--- src/sv/uart8_pkg.sv ---
// Shared types and constants of the 8N1 UART transceiver.
// No dependencies; used by uart8_tx, uart8_rx and uart_8n1_transceiver_unit.
package uart8_pkg;

	localparam int TICK_W          = 17;
	localparam int BYTE_W          = 8;
	localparam int DATA_BITS_DEF   = 8;
	localparam logic [TICK_W-1:0] BIT_TICKS_RESET = 17'd104000;

	// stream payload widths, packed up to whole bytes
	localparam int IN_TDATA_W  = 16;
	localparam int OUT_TDATA_W = 16;

	// transmitter status for one tick
	typedef struct packed {
		logic level;
		logic busy;
		logic accepted;
	} tx_res_t;

	// receiver status for one tick
	typedef struct packed {
		logic [BYTE_W-1:0] data;
		logic              valid;
	} rx_res_t;

endpackage

--- src/sv/uart8_tx.sv ---
// Transmit side of the 8N1 UART: phase, bit timer and shift register.
// Depends on uart8_pkg.
module uart8_tx #(
	parameter int DATA_BITS = uart8_pkg::DATA_BITS_DEF
) (
	input  logic                         clk,
	input  logic                         arst_n,
	input  logic                         step,
	input  logic [uart8_pkg::TICK_W-1:0] period,
	input  logic                         action,
	input  logic [uart8_pkg::BYTE_W-1:0] tx_data,
	output uart8_pkg::tx_res_t           res
);
	import uart8_pkg::*;

	localparam int PHASE_W = $clog2(DATA_BITS + 4);
	localparam logic [PHASE_W-1:0] PH_IDLE  = '0;
	localparam logic [PHASE_W-1:0] PH_START = PHASE_W'(1);
	localparam logic [PHASE_W-1:0] PH_STOP  = PHASE_W'(DATA_BITS + 2);

	logic [PHASE_W-1:0] phase_q, phase_n;
	logic [TICK_W-1:0]  timer_q, timer_n;
	logic [BYTE_W-1:0]  shift_q, shift_n;
	logic               accepted;
	logic               level;
	logic [PHASE_W-1:0] idx;

	// advance the phase and the bit timer, then take a new byte when idle
	always_comb begin
		phase_n  = phase_q;
		timer_n  = timer_q;
		shift_n  = shift_q;
		accepted = 1'b0;
		if (phase_q != PH_IDLE) begin
			if (timer_q != '0) begin
				timer_n = timer_q - TICK_W'(1);
			end
			if (timer_n == '0) begin
				if (phase_q >= PH_STOP) begin
					phase_n = PH_IDLE;
				end else begin
					phase_n = phase_q + PHASE_W'(1);
					timer_n = period;
				end
			end
		end
		if (phase_n == PH_IDLE && action) begin
			shift_n  = tx_data;
			phase_n  = PH_START;
			timer_n  = period;
			accepted = 1'b1;
		end
	end

	// line level for the updated phase
	assign idx = phase_n - PHASE_W'(2);
	always_comb begin
		if (phase_n == PH_IDLE || phase_n >= PH_STOP) begin
			level = 1'b1;
		end else if (phase_n == PH_START) begin
			level = 1'b0;
		end else if ({1'b0, idx} >= (PHASE_W + 1)'(BYTE_W)) begin
			level = 1'b0;
		end else begin
			level = shift_n[idx[2:0]];
		end
	end
	assign res.level    = level;
	assign res.busy     = (phase_n != PH_IDLE);
	assign res.accepted = accepted;

	// hold state unless a tick is processed
	always_ff @(posedge clk or negedge arst_n) begin
		if (!arst_n) begin
			phase_q <= PH_IDLE;
			timer_q <= '0;
			shift_q <= '0;
		end else if (step) begin
			phase_q <= phase_n;
			timer_q <= timer_n;
			shift_q <= shift_n;
		end
	end

endmodule

--- src/sv/uart8_rx.sv ---
// Receive side of the 8N1 UART: start detect, bit timer and shift register.
// Depends on uart8_pkg.
module uart8_rx #(
	parameter int DATA_BITS = uart8_pkg::DATA_BITS_DEF
) (
	input  logic                         clk,
	input  logic                         arst_n,
	input  logic                         step,
	input  logic [uart8_pkg::TICK_W-1:0] period,
	input  logic                         rx_level,
	output uart8_pkg::rx_res_t           res
);
	import uart8_pkg::*;

	localparam int CNT_W = $clog2(DATA_BITS + 1);

	logic              active_q, active_n;
	logic [CNT_W-1:0]  cnt_q, cnt_n;
	logic [TICK_W-1:0] timer_q, timer_n;
	logic [BYTE_W-1:0] shift_q, shift_n;

	// sample at each bit time, report at the stop bit time, then rearm
	always_comb begin
		active_n  = active_q;
		cnt_n     = cnt_q;
		timer_n   = timer_q;
		shift_n   = shift_q;
		res.valid = 1'b0;
		res.data  = '0;
		if (active_q) begin
			if (timer_q != '0) begin
				timer_n = timer_q - TICK_W'(1);
			end
			if (timer_n == '0) begin
				if ({1'b0, cnt_q} < (CNT_W + 1)'(DATA_BITS)) begin
					if ({1'b0, cnt_q} < (CNT_W + 1)'(BYTE_W)) begin
						shift_n = shift_q | (BYTE_W'(rx_level) << cnt_q[2:0]);
					end
					cnt_n   = cnt_q + CNT_W'(1);
					timer_n = period;
				end else begin
					res.valid = 1'b1;
					res.data  = shift_q;
					active_n  = 1'b0;
				end
			end
		end
		if (!active_n && !rx_level) begin
			active_n = 1'b1;
			cnt_n    = '0;
			shift_n  = '0;
			timer_n  = period;
		end
	end

	// hold state unless a tick is processed
	always_ff @(posedge clk or negedge arst_n) begin
		if (!arst_n) begin
			active_q <= 1'b0;
			cnt_q    <= '0;
			timer_q  <= '0;
			shift_q  <= '0;
		end else if (step) begin
			active_q <= active_n;
			cnt_q    <= cnt_n;
			timer_q  <= timer_n;
			shift_q  <= shift_n;
		end
	end

endmodule

--- src/sv/uart_8n1_transceiver_unit.sv ---
// Top level of the 8N1 UART transceiver: input register, tx/rx cores, result register.
// Depends on uart8_pkg, uart8_tx and uart8_rx.
//
//  port group   dir  payload
//  s_axis       in   tuser: action; tdata: tx_data[7:0], rx_level[8]
//  m_axis       out  tuser: rx_valid; tdata: tx_level, tx_busy, tx_accepted, rx_data[10:3]
//  cfg          in   cfg_wdata: bit_ticks (17 bits)
//
// Each item is one time-base tick; one item enters every cycle unless the result
// register stalls, and passes the input register, then the result register.
// Both line state machines advance only when an item moves from the input
// register to the result register; a stalled result register holds them.
// Reset clears both cores to idle and bit_ticks to 104000.
module uart_8n1_transceiver_unit #(
	parameter int DATA_BITS = uart8_pkg::DATA_BITS_DEF
) (
	input  logic                              clk,
	input  logic                              arst_n,
	input  logic                              s_axis_tvalid,
	output logic                              s_axis_tready,
	// bit 0: tx_data[7:0] in [7:0], rx_level in [8], zero fill above
	input  logic [uart8_pkg::IN_TDATA_W-1:0]  s_axis_tdata,
	// bit 0: action
	input  logic                              s_axis_tuser,
	output logic                              m_axis_tvalid,
	input  logic                              m_axis_tready,
	// tx_level [0], tx_busy [1], tx_accepted [2], rx_data [10:3], zero fill above
	output logic [uart8_pkg::OUT_TDATA_W-1:0] m_axis_tdata,
	// bit 0: rx_valid
	output logic                              m_axis_tuser,
	input  logic                              cfg_we,
	input  logic [uart8_pkg::TICK_W-1:0]      cfg_wdata
);
	import uart8_pkg::*;

	logic [TICK_W-1:0] bit_ticks_q;
	logic [TICK_W-1:0] period;

	logic              valid_s1;
	logic              action_s1;
	logic [BYTE_W-1:0] tx_data_s1;
	logic              rx_level_s1;

	logic              valid_s2;
	tx_res_t           tx_res, tx_res_s2;
	rx_res_t           rx_res, rx_res_s2;

	logic              advance;

	// bit period register; zero counts as one tick
	always_ff @(posedge clk or negedge arst_n) begin
		if (!arst_n) begin
			bit_ticks_q <= BIT_TICKS_RESET;
		end else if (cfg_we) begin
			bit_ticks_q <= cfg_wdata;
		end
	end
	assign period = (bit_ticks_q == '0) ? TICK_W'(1) : bit_ticks_q;

	// move an item forward when the result register is free or draining
	assign advance       = valid_s1 && (!valid_s2 || m_axis_tready);
	assign s_axis_tready = !valid_s1 || advance;

	// input register
	always_ff @(posedge clk or negedge arst_n) begin
		if (!arst_n) begin
			valid_s1 <= 1'b0;
		end else if (s_axis_tready) begin
			valid_s1 <= s_axis_tvalid;
		end
	end
	always_ff @(posedge clk) begin
		if (s_axis_tready && s_axis_tvalid) begin
			action_s1   <= s_axis_tuser;
			tx_data_s1  <= s_axis_tdata[BYTE_W-1:0];
			rx_level_s1 <= s_axis_tdata[BYTE_W];
		end
	end

	uart8_tx #(.DATA_BITS(DATA_BITS)) u_tx (
		.clk     (clk),
		.arst_n  (arst_n),
		.step    (advance),
		.period  (period),
		.action  (action_s1),
		.tx_data (tx_data_s1),
		.res     (tx_res)
	);

	uart8_rx #(.DATA_BITS(DATA_BITS)) u_rx (
		.clk      (clk),
		.arst_n   (arst_n),
		.step     (advance),
		.period   (period),
		.rx_level (rx_level_s1),
		.res      (rx_res)
	);

	// result register
	always_ff @(posedge clk or negedge arst_n) begin
		if (!arst_n) begin
			valid_s2 <= 1'b0;
		end else if (!valid_s2 || m_axis_tready) begin
			valid_s2 <= valid_s1;
		end
	end
	always_ff @(posedge clk) begin
		if (advance) begin
			tx_res_s2 <= tx_res;
			rx_res_s2 <= rx_res;
		end
	end

	assign m_axis_tvalid = valid_s2;
	assign m_axis_tuser  = rx_res_s2.valid;
	assign m_axis_tdata  = {(OUT_TDATA_W - BYTE_W - 3)'(0), rx_res_s2.data,
		tx_res_s2.accepted, tx_res_s2.busy, tx_res_s2.level};

endmodule
--- config.mk ---
export PLATFORM = sky130hd
export DESIGN_NAME = uart_8n1_transceiver_unit
export DESIGN_NICKNAME = d
export VERILOG_FILES = /design/src/sv/uart8_pkg.sv /design/src/sv/uart8_tx.sv /design/src/sv/uart8_rx.sv /design/src/sv/uart_8n1_transceiver_unit.sv
export SDC_FILE = /design/constraint.sdc
export NUM_CORES = 1
export LEC_CHECK = 0
export ABC_AREA = 1
export BUFFER_PORTS_ARGS = -buffer_cell sky130_fd_sc_hd__buf_2
export CAP_MARGIN = 20
export CORE_ASPECT_RATIO = 0.6
export CORE_MARGIN = 5
export CORE_UTILIZATION = 40
export CTS_BUF_LIST = sky130_fd_sc_hd__clkbuf_2 sky130_fd_sc_hd__clkbuf_4 sky130_fd_sc_hd__clkbuf_8
export DETAILED_ROUTE_END_ITERATION = 10
export SYNTH_ARGS = -nofsm -noshare
export SYNTH_HDL_FRONTEND = slang
export SYNTH_SLANG_ARGS = --single-unit
--- constraint.sdc ---
create_clock -name clk -period 3.05 [get_ports clk]
set_input_delay 0.305 -clock clk [delete_from_list [all_inputs] [get_ports clk]]
set_output_delay 0.305 -clock clk [all_outputs]
set_load 0.005 [all_outputs]
Word-level counts from Yosys, hierarchy flattened
Cells that the tools add are included.
- register bits: 100
- bits in latches: 0
- bits in writable memories: 0
- bits in read-only memories: 0
- bits of input ports: 39
- output and inout port bits: 19
- logic and storage cells: 98
- memories kept: 0
- $add $sub $neg: 5
- multiply operators: 0
- divide/modulo/power cells: 0
- magnitude comparators: 5
- eq/ne operators: 1
- shift operators: 1
- mux-type cells: 36
- bitwise operators: 3
- reductions and logical operators: 29
- operators by type and width (operator ; count):
    $mux W17 ; 13
    $logic_not A17 Y1 ; 3
    $mux W8 ; 5
    $reduce_bool A17 Y1 ; 2
    $sub A17 B1 Y17 const B ; 2
    $mux W4 ; 8
    $ge A4 B4 Y1 const B ; 3
    $mux W1 ; 9
    $add A4 B1 Y4 const B ; 2
    $logic_not A4 Y1 ; 2
    $or A8 B8 Y8 ; 1
    $reduce_bool A2 Y1 ; 4
    $reduce_bool A4 Y1 ; 2
    $shl A1 B3 Y8 ; 1
    $reduce_and A2 Y1 ; 3
    $eq A4 B1 Y1 const B ; 1
    $logic_and A1 B1 Y1 ; 4
    $logic_not A1 Y1 ; 4
    $lt A3 B4 Y1 const B ; 1
    $lt A4 B4 Y1 const B ; 1
    $reduce_and A4 Y1 ; 1
    $sub A4 B2 Y4 const B ; 1
    $bmux W1 S3 ; 1
    $logic_or A1 B1 Y1 ; 3
    2 further kinds ; 3

Depth between registers and ports, before layout
Gate-level depths: netlist of the first run.
- depth after elaboration: 14
- depth in mapped cells: 25
- depth with buffers taken out: 25

By module
Synthesis of the first run repeated with hierarchy kept, for this count alone.
- cell total of the unflattened synthesis: 945
- area total of the unflattened synthesis: 6777.8 µm²
- modules (own cells, without submodules) (module ; times used ; cells each ; area an instance (µm²) ; sequential area each (µm²)):
    uart8_rx ; 1 ; 457 ; 2716.4 ; 750.7
    uart8_tx ; 1 ; 367 ; 2478.6 ; 725.7
    uart_8n1_transceiver_unit ; 1 ; 121 ; 1582.8 ; 1143.6

Worst setup path after synthesis of the first run
Ideal clock, no wire load.
- path kind: reg2reg
- from: register u_tx.timer_q[0]
- to: register tx_res_s2, in the netlist m_axis_tdata[0] (data pin)
- setup time: 0.254 ns
- data arrival time: 2.584 ns
- data required time: 2.796 ns
- path slack: 0.211 ns
- stages on the path, launching flop included: 22
- buffers on the path: 0
- period minus slack after synthesis: 2.839 ns
- path through: dfrtp_1 -> inv_1 -> ha_1 -> nand2_1 -> nor2_1 -> nand3_1 -> nand3_2 -> nand2_1 -> nor2_2 -> nand2_1 -> nor2_2 -> nand2_2 -> nand2_2 -> nand2_4 -> nor2_4 -> nand3_4 -> nand2_1 -> nand3_1 -> nand2_1 -> nand3_1 -> nand3_1 -> nand2_1
- cells in the longest elaborated chain, start to end: 14
- elaborated cells between the ends (all ways): 21
- those cells by class: add/sub (2); order compare (2); eq/ne (1); mux (10); reduce/logical (6)
- ends and longest elaborated chain (what ; RTL line ; RTL):
    start: declaration ; uart8_tx.sv:22 ; logic [TICK_W-1:0] timer_q, timer_n;
    start signal: assignment ; uart8_tx.sv:80 ; timer_q <= timer_n;
    $sub A17 B1 Y17 / $reduce_bool A17 Y1 (equally long branches) ; uart8_tx.sv:36, uart8_tx.sv:35 ;
    $mux W17 (*) ; uart8_tx.sv:35 ; if (timer_q != '0) begin
    $mux W17 (*) ; uart8_tx.sv:34 ; if (phase_q != PH_IDLE) begin
    $logic_not A17 Y1 (*) ; uart8_tx.sv:38 ; if (timer_n == '0) begin
    $mux W4 (*) ; uart8_tx.sv:38 ;
    $mux W4 (*) ; uart8_tx.sv:34 ;
    $logic_not A4 Y1 ; uart8_tx.sv:47 ; if (phase_n == PH_IDLE && action) begin
    $logic_and A1 B1 Y1 ; uart8_tx.sv:47 ;
    $mux W4 (*) ; uart8_tx.sv:47 ;
    via u_tx.phase_n[1] ; uart8_tx.sv:21 ; logic [PHASE_W-1:0] phase_q, phase_n;
    $sub A4 B2 Y4 ; uart8_tx.sv:56 ; assign idx = phase_n - PHASE_W'(2);
    $bmux W1 S3 ; uart8_tx.sv:65 ; level = shift_n[idx[2:0]];
    $mux W1 (implied by the code) ; uart8_tx.sv:65 ;
    $mux W1 ; uart8_tx.sv:62 ; end else if ({1'b0, idx} >= (PHASE_W + 1)'(BYTE_W)) begin
    $mux W1 ; uart8_tx.sv:60 ; end else if (phase_n == PH_START) begin
    end signal: assignment ; uart_8n1_transceiver_unit.sv:109 ; tx_res_s2 <= tx_res;
    end: declaration ; uart_8n1_transceiver_unit.sv:45 ; tx_res_t tx_res, tx_res_s2;
Mark *: on every way through the listed nets, which the timed path passes. The rest lies on a longest branch. The select of a mux whose other input is x is not followed.
A chain may end at the register's enable or synchronous reset.

Worst setup path in the final report of the first run
- from: register u_tx.timer_q[7]
- to: register u_tx.timer_q[10]
- cells in the longest elaborated chain, start to end: 10
- elaborated cells between the ends (all ways): 15
- those cells by class: add/sub (1); mux (8); reduce/logical (6)
- ends and longest elaborated chain (what ; RTL line):
    $sub A17 B1 Y17 / $reduce_bool A17 Y1 (equally long branches) ; uart8_tx.sv:36, uart8_tx.sv:35
    $mux W17 (*) ; uart8_tx.sv:35
    $mux W17 (*) ; uart8_tx.sv:34
    $logic_not A17 Y1 ; uart8_tx.sv:38
    $mux W4 ; uart8_tx.sv:38
    $mux W4 ; uart8_tx.sv:34
    $logic_not A4 Y1 ; uart8_tx.sv:47
    $logic_and A1 B1 Y1 ; uart8_tx.sv:47
    $reduce_bool A2 Y1 (no line) ; n/a
    $reduce_and A2 Y1 (no line) ; n/a
Every way passes the cells marked *; elsewhere a longest branch is shown, timed or not. The select of a mux whose other input is x is not followed.

==> results of run 1 <==
where the power goes:
group	leakage [nW]	switching (mW)	internal [mW]
Clock	0.100	0.539	0.331
Combinational	2.81	2.40	1.85
Sequential	1.16	0.369	1.74
layer usage:
layer	global-route usage	up-vias	part of all wire
met2	0.278	196	0.42
met1	0.305	2962	0.51
met3	0.0318	16	0.062
met4	0.0277	0	0.0068
li1	-	3185	-
met5	0	-	0
layout by cell type (no fill, tap or decap), types with 11 or more instances in the layout:
cell / n
nand3_1: 52
nand2_4: 23
o21ai_0: 44
xor2_1: 12
a21oi_1: 24
nand4_1: 28
nand2_2: 44
dfrtp_1: 68
nand2_1: 270
buf_4: 96
nor2_1: 42
o21ai_1: 15
inv_2: 11
edfxtp_1: 22
nor2_4: 16
inv_1: 71
buf_2: 44
nor2_2: 17
per-stage QoR:
step                setup TNS (ps)  std cells
finish                        -356       1251
global route                 -7180       1251
CTS                          -24.0       1218
detailed placement           -1100       1192
global placement              -515       1192
floorplan                        0        896
flip-flops by register name, indices dropped and copies added, names as in the netlist, 4 cells and up:
register	cells
u_rx.cnt_q	4
u_tx.phase_q	4
m_axis_tdata	11
u_rx.shift_q	8
u_tx.shift_q	8
u_rx.timer_q	17
tx_data_s1	8
u_tx.timer_q	17
bit_ticks_q	17
area by class of cell:
type / count / area [sq um]
fillers: 1536 / 7470
multi-input cells: 680 / 3910
flip-flops and latches: 100 / 2630
repair buffers: 159 / 1230
inverters: 86 / 329
well taps: 209 / 262
clock buffers: 10 / 131
clock inverters: 6 / 62.6
repair inverters: 1 / 7.51
worst max-delay path, cell delays in order, from the launching register on:
cell,delay [ps]
dfrtp_1,430
nor2_2,190
nand2_2,110
nor2_4,230
nand3_4,220
nand2_4,160
nand2_4,60
nor2_4,120
nand2_2,80
nor2_4,170
nand2_2,90
nand2_2,80
nand2_4,60
nor2_4,140
nand3_4,140
buf_6,160
nand2_8,60
clkinvlp_4,210
o21ai_1,210
o21ai_0,100
final timing paths:
check                      slack [ps]                      endpoint
setup / recovery                  -80  u_tx.timer_q[10]$_DFFE_PN0P_
hold / removal                      4   bit_ticks_q[13]$_DFFE_PN0P_
setup reg to reg                  -80  u_tx.timer_q[10]$_DFFE_PN0P_
hold reg to reg                   470   u_tx.shift_q[4]$_DFFE_PN0P_
max in group asynchronous        2260   u_rx.timer_q[8]$_DFFE_PN0P_
min in group clk                   90       tx_data_s1[2]$_DFFE_PP_
cells by family (layout without fill, tap and decap cells):
logic type / after synthesis / after routing / share of synthesized area
AND/OR/NAND/NOR: 526 / 528 / 0.360
buffers and inverters: 118 / 262 / 0.0812
AO/OA/AOI/OAI: 110 / 110 / 0.0924
flip-flops: 100 / 100 / 0.405
XOR/XNOR: 16 / 16 / 0.0228
multiplexers: 12 / 12 / 0.0207
adder cells (fa/ha/maj): 9 / 9 / 0.0174
other: 1 / 5 / 0.000579
what timing repair did:
action / in CTS / in global routing
resized for setup: 42 / 132
gates cloned: 2 / 5
buffers inserted: 8 / 28
pin swaps: 6 / 71
setup endpoints to repair: 34 / 62
==> results.txt, run 1 <==
----------------------------------------------------
[Status]
  Run status ... finished, violations left
  Failing checks ... negative setup slack

[STA]
  Slew at the pin closest to its max-slew limit ... 879 ps
  Count of final max-slew check failures ... 0
  Highest Clock Rate ... 319 MHz
  Fin crit period ... between 3000 and 4000 ps
  Slew Limit Headroom ... 0.414
  Post-route clock period utilization ... 1.03
  Unrepaired setup endpoints after global routing ... true
  Number of failing setup endpoints in the final timing report ... 11
  Final hold violations ... 0
  Worst-case setup margin in the final layout ... -84.0 ps
  Final hold slack ... 4.27 ps
  Post-route clock skew ... 13.8 ps

[Power and ir drop]
  Pwr/cell area ... 845 mW/mm^2
  Total Power ... roughly 7.2 mW
  Peak VDD IR ... 0.000310 V
  Leak ... 4.07 nW

[Clock network]
  Clk pin slew, worst setup/hold paths ... roughly 110 ps
  Clk buf depth ... 2
  Root cell of the clock tree ... clkbuf_8
  Cts-stage hold buffer count ... 0
  Total clock buffers created by CTS ... 9
  Count of clock tree sinks ... 100
  TritonCTS clock tree ... yes
  Clock latency at the later pin of the worst-skew pair ... 380 ps
  Count of H-tree levels built during CTS ... 3

[Global route]
  Antenna violations before repair ... 0
  GRT overflow ... 0
  Global-route wire length before repair ... approximately 29 mm
  Global router's overall resource usage ... 0.192
  Pin count of the biggest net entering global routing ... slightly above 60
  Number of global-route vias before repair ... approximately 5600

[Placed design]
  DPL Wire Length ... 13.2 mm
  Worst slack after detailed placement ... -110 ps
  Quantity of I/O buffers inserted on ports ... 45
  Placed instance area ... around 0.0074 sq mm
  Global placer's final weighted congestion ... 0.899

[Drt]
  Length of the first detailed-routing pass in iterations ... 5
  Vias per cell ... 5.08
  Remaining design rule violation count ... 0
  DR vias ... 6359
  Iteration-0 DRC count of the detailed router ... 529
  Post-route ant nets ... 0
  DRT Wirelength ... about 19 mm
  Avg WL per Cell ... 15.3 microns

[Floorplanning]
  Number of placement rows ... 36
  Full die area ... around 0.019 sq mm
  Effective utilization at floorplan ... 0.404
  Die height ... 109 microns
  Number of top-level design ports ... 58
  Overall die width ... roughly 170 microns
  Floorplan core area ... around 0.016 sq mm

[Logic synthesis]
  Distinct cells, synth ... 48
  Share of the yosys chip area belonging to registers ... 0.405
  Top cells by count, synth ... nand2_1 (321), inv_1 (80), dfrtp_1 (72), nor2_1 (62), nand3_1 (56)
  Biggest area contributors in the synthesized netlist ... dfrtp_1 (28%), nand2_1 (19%), edfxtp_1 (10%), inv_1 (4.6%), nand3_1 (4.3%)
  Total of warnings raised by yosys ... 0
  Number of enable-type register cells in the synthesized netlist ... 22
  Post-Synthesis Cell Area ... 0.00647 sq mm
  Top flip-flop cell by instance count after synthesis ... dfrtp_1
  Top-area cell type share of the netlist area ... 0.278
  Leading cell type by number of instances after synthesis ... nand2_1
  Post-synth ARST share ... 0.780
  Biggest area consumer among synthesized cells ... dfrtp_1
  Synthesized netlist cell count ... around 900
  Register bit count reported by yosys ... 100
  Syn avg cell area ... 7.25 sq um

[Worst setup path]
  Worst setup SP type ... flop
  Worst Setup SP ... u_tx.timer_q[7]$_DFFE_PN0P_
  Launch point of the worst reg-to-reg path ... u_tx.timer_q[7]$_DFFE_PN0P_
  Arrival time of the worst setup path ... 3400 ps
  Worst R2R Path Depth ... 19
  Data required time at the worst endpoint ... 3320 ps
  Endpoint type of the worst setup path ... flop
  Crit path kind ... reg -> reg
  Largest driver fanout on the critical path ... 8

[Layout]
  Number of nets in the finished design ... 1085
  Non-Filler Cell Area, Final ... 0.00856 sq mm
  Final core area utilization ... 0.534
  Share of cells above drive strength 1 ... 0.339
  Area added between synthesis and finish ... 32.3%
  Total inserted antenna cells ... 0

[Job]
  Max_cap viols ... 0

[Min path]
  Classification of the worst-slack hold path ... in -> async

----------------------------------------------------
Note: power is estimated with default switching activity, not from simulation.
==> run 2: changes to the inputs <==
SYNTH_HIERARCHICAL = 1   (was unset)
==> run 2 against run 1 <==
Compared with the run above:
- the flow now finishes without violations
- setup slack better by 88 ps
- cell count is 2.4% higher
- wire length is 1.8% lower
- global-route usage is 0.66 points lower
- flip-flop and latch count stayed put
- utilization is 3.5 points lower
- power is 1.5% higher
- hold slack better by 74 ps
- first-iteration DRC count is 5.7% higher
- critical endpoint is now u_tx/timer_q[12]$_DFFE_PN0P_
- largest cell class unchanged
- largest power group unchanged
==> results.txt, run 2 <==
----------------------------------------------------
[Status]
  Run status ... finished clean

[Global route]
  Pin count of the biggest net entering global routing ... 39 (-37%)
  GRT overflow ... 0 (unchanged)
  Global-route wire length before repair ... 29.7 mm (+1.6%)
  Antenna violations before repair ... 1 (+1)
  Global router's overall resource usage ... 0.186 (-0.00659)
  Number of global-route vias before repair ... 5713 (+1.9%)

[Logic synthesis]
  Share of the yosys chip area belonging to registers ... 0.387 (-0.0183)
  Distinct cells, synth ... 43 (-10%)
  Number of enable-type register cells in the synthesized netlist ... 22 (unchanged)
  Post-Synthesis Cell Area ... 0.00678 sq mm (+4.7%)
  Synthesized netlist cell count ... 945 (+5.9%)
  Syn avg cell area ... 7.17 sq um (-1.1%)
  Top-area cell type share of the netlist area ... 0.266 (-0.0126)
  Register bit count reported by yosys ... 100 (unchanged)
  Biggest area contributors in the synthesized netlist ... dfrtp_1 (27%), nand2_1 (19%), edfxtp_1 (9.7%), nand3_1 (5.7%), nor2_1 (4.9%)
  Total of warnings raised by yosys ... 6 (+6)
  Top cells by count, synth ... nand2_1 (338), nor2_1 (88), inv_1 (78), nand3_1 (77), dfrtp_1 (72)
  Biggest area consumer among synthesized cells ... dfrtp_1
  Post-synth ARST share ... 0.780 (unchanged)
  Top flip-flop cell by instance count after synthesis ... dfrtp_1
  Leading cell type by number of instances after synthesis ... nand2_1

[Worst setup path]
  Data required time at the worst endpoint ... 3370 ps (+50 ps)
  Crit path kind ... reg -> reg
  Cell type with the highest occurrence count on the critical path ... nand2_2
  Cell-by-cell trace of the critical path ... inv_2, ha_2, nand2_2, buf_4, nand2_1, nand2_1, nand2_1, nand3_2, nor2_2, nand2_2, nor2_4, nand2_2, nand2_2, nand2_4, nor2_4, nand3_4, inv_4, o21ai_4, inv_4, buf_12, o211ai_1, o21ai_1
  Arrival time of the worst setup path ... 3360 ps (-40 ps)
  Slowest-stage cell, CP ... dfrtp_1
  Worst Setup SP ... u_tx/timer_q[1]$_DFFE_PN0P_
  Worst setup SP type ... flop
  Crit-path leading delay family ... simple AND/OR/NAND/NOR gates
  Highest cell delay on the worst timing path ... 420 ps (about the same)
  Launch point of the worst reg-to-reg path ... u_tx/timer_q[1]$_DFFE_PN0P_
  Bufs and invs on worst path ... 5 (+3)
  Largest driver fanout on the critical path ... 17 (+9)
  Endpoint type of the worst setup path ... flop

[STA]
  Fin crit period ... 3050 ps (-87.8 ps)
  Slew at the pin closest to its max-slew limit ... 518 ps (-361 ps)
  Highest Clock Rate ... 328 MHz (+2.9%)
  Post-route clock period utilization ... 0.999 (-0.0288)
  Number of failing setup endpoints in the final timing report ... 0 (-11)
  Unrepaired setup endpoints after global routing ... true
  Slew Limit Headroom ... 0.655 (+0.241)
  Post-route clock skew ... 15.1 ps (+1.30 ps)
  Final hold violations ... 0 (unchanged)
  Count of final max-slew check failures ... 0 (unchanged)
  Final sum of negative setup slack ... 0 ps (+356 ps)

[Floorplanning]
  Effective utilization at floorplan ... 0.412 (+0.00869)
  Number of placement rows ... 36 (unchanged)
  Number of top-level design ports ... 58 (unchanged)
  Floorplan core area ... 0.0164 sq mm (+2.5%)
  Overall die width ... 178 microns (+2.2%)
  Full die area ... 0.0197 sq mm (+4.4%)
  Die height ... 111 microns (+2.1%)

[Layout]
  Highest-count cells in the layout ignoring fill and taps ... nand2_1 (315), buf_4 (90), nand3_1 (74), inv_1 (73), nor2_1 (71)
  Number of nets in the finished design ... 1097 (+1.1%)
  Share of cells above drive strength 1 ... 0.274 (-0.0653)
  Area added between synthesis and finish ... 21.1%
  Area of the multi-input gates ... 0.00378 sq mm (-3.3%)
  Fillers ... 1640 (+6.8%)
  Non-Filler Cell Area, Final ... 0.00821 sq mm (-4.1%)
  Biggest regs ... bit_ticks_q: 17 flops, u_rx/timer_q: 17 flops, u_tx/timer_q: 17 flops
  Final core area utilization ... 0.499 (-0.0346)
  Total inserted antenna cells ... 0 (unchanged)
  Most common library cell in the layout ignoring fill and taps ... nand2_1
  Register area ... 0.00263 sq mm (unchanged)
  Non-Filler Instances ... 1281 (+2.4%)

[Drt]
  Length of the first detailed-routing pass in iterations ... 6 (+1)
  DRT Wirelength ... 18.7 mm (-1.8%)
  Vias per cell ... 5.03 (-1.1%)
  Iteration-0 DRC count of the detailed router ... 559 (+5.7%)
  Routed length on met3 ... 1.25 mm (+6.1%)
  Uppermost metal layer occupied by signal nets ... met5
  Post-route ant nets ... 0 (unchanged)
  Avg WL per Cell ... 14.6 microns (-4.1%)
  Remaining design rule violation count ... 0 (unchanged)
  WL met1 ... 10.1 mm (+2.6%)
  DR vias ... 6439 (+1.3%)
  Met2 wirelength from detailed routing ... 7.28 mm (-8.8%)

[Min path]
  Classification of the worst-slack hold path ... in -> reg
  Critical hold path startpoint ... s_axis_tdata[0]

[Placed design]
  Global placer's final weighted congestion ... 0.893 (-0.68%)
  Quantity of I/O buffers inserted on ports ... 45 (unchanged)
  Total placed cells including tap cells ... 1244 (+4.4%)
  DPL Wire Length ... 13.9 mm (+4.9%)
  Placed instance area ... 0.00758 sq mm (+2.6%)

[Clock network]
  Clk pin slew, worst setup/hold paths ... 120 ps (about the same)
  Total clock buffers created by CTS ... 9 (unchanged)
  Count of H-tree levels built during CTS ... 3 (unchanged)
  Clk buf depth ... 2 (unchanged)
  Clock latency at the later pin of the worst-skew pair ... 400 ps (+20 ps)
  TritonCTS clock tree ... yes
  Count of clock tree sinks ... 100 (unchanged)
  Root cell of the clock tree ... clkbuf_8

[Power and ir drop]
  Pwr/cell area ... 894 mW/mm^2 (+5.8%)
  Leak ... 4.06 nW (-0.32%)
  Peak VDD IR ... 0.000354 V (+14%)

[Job]
  Max_cap viols ... 0 (unchanged)

----------------------------------------------------
==> run 2: changes by cell type after synthesis, sizes merged, moves of 12 or more <==
| cell | before | now |
|---|---|---|
| a21oi | 36 | 13 |
| nor3 | 15 | 0 |
| nor2 | 75 | 107 |
| clkbuf | 13 | 27 |
| nand2 | 339 | 351 |
| nand3 | 60 | 82 |
==> run 2: timing repair <==
action | in CTS | in global routing
hold endpoints to repair | 31 | 0
hold buffers | 1 | 0
buffers inserted | 5 | 15
gates resized for setup | 13 | 72
pin swaps | 2 | 33
gates cloned | 1 | 0
setup endpoints to repair | 16 | 44
==> run 2: final cells by class <==
class	count	share of cell area
Timing Repair Buffer	141	0.121
Tap cell	228	0.0347
Sequential cell	100	0.320
Multi-Input combinational cell	712	0.461
Clock buffer	9	0.0151
Clock inverter	7	0.00930
Inverter	84	0.0396
==> run 2: cell families (layout without fill, tap and decap cells) <==
family,count (synthesis),after routing,synth area share
AOI/OAI and AO/OA,97,97,0.0860
xor gates and xnor gates,10,10,0.0129
adders and majority gates,10,10,0.0185
buffers and inverters,138,241,0.0953
DFF,100,100,0.387
muxes,16,16,0.0288
other,1,5,0.000553
and+or+nand+nor,573,574,0.371
==> run 2: path summary, 6_finish.rpt <==
| kind | depth (start not counted) | end | slack (ps) |
|---|---|---|---|
| min in group asynchronous | 2 | u_tx/timer_q[8]$_DFFE_PN0P_ | 420 |
| max in group asynchronous | 3 | valid_s1$_DFFE_PN0P_ | 1910 |
| hold / removal | 1 | tx_data_s1[0]$_DFFE_PP_ | 80 |
| setup / recovery | 22 | u_tx/timer_q[12]$_DFFE_PN0P_ | 4 |
| setup reg to reg | 22 | u_tx/timer_q[12]$_DFFE_PN0P_ | 4 |
| hold reg to reg | 2 | u_rx/shift_q[7]$_DFFE_PN0P_ | 480 |
==> run 2: layer usage <==
layer | global-route usage | up-vias
li1 | - | 3249
met1 | 0.310 | 2975
met2 | 0.240 | 199
met3 | 0.0440 | 14
met4 | 0.0288 | 2
met5 | 0 | -
==> run 2: metrics by stage <==
step / hold WS (ps) / setup slack, ps / power (mW)
2_1_floorplan: 9.41 / 157 / 4.57
3_3_place_gp: 319 / -23.3 / 5.85
3_5_place_dp: 315 / -49.0 / 5.88
4_1_cts: 54.7 / 3.28 / 6.87
5_1_grt: 49.1 / -237 / 7.95
6_report: 78.7 / 3.81 / 7.34
==> run 2: where the power goes <==
| group | internal, mW | switching, mW | total [mW] |
|---|---|---|---|
| clock | 0.324 | 0.555 | 0.879 |
| combinational | 1.81 | 2.57 | 4.38 |
| sequential | 1.72 | 0.360 | 2.08 |
| total | 3.85 | 3.48 | 7.34 |
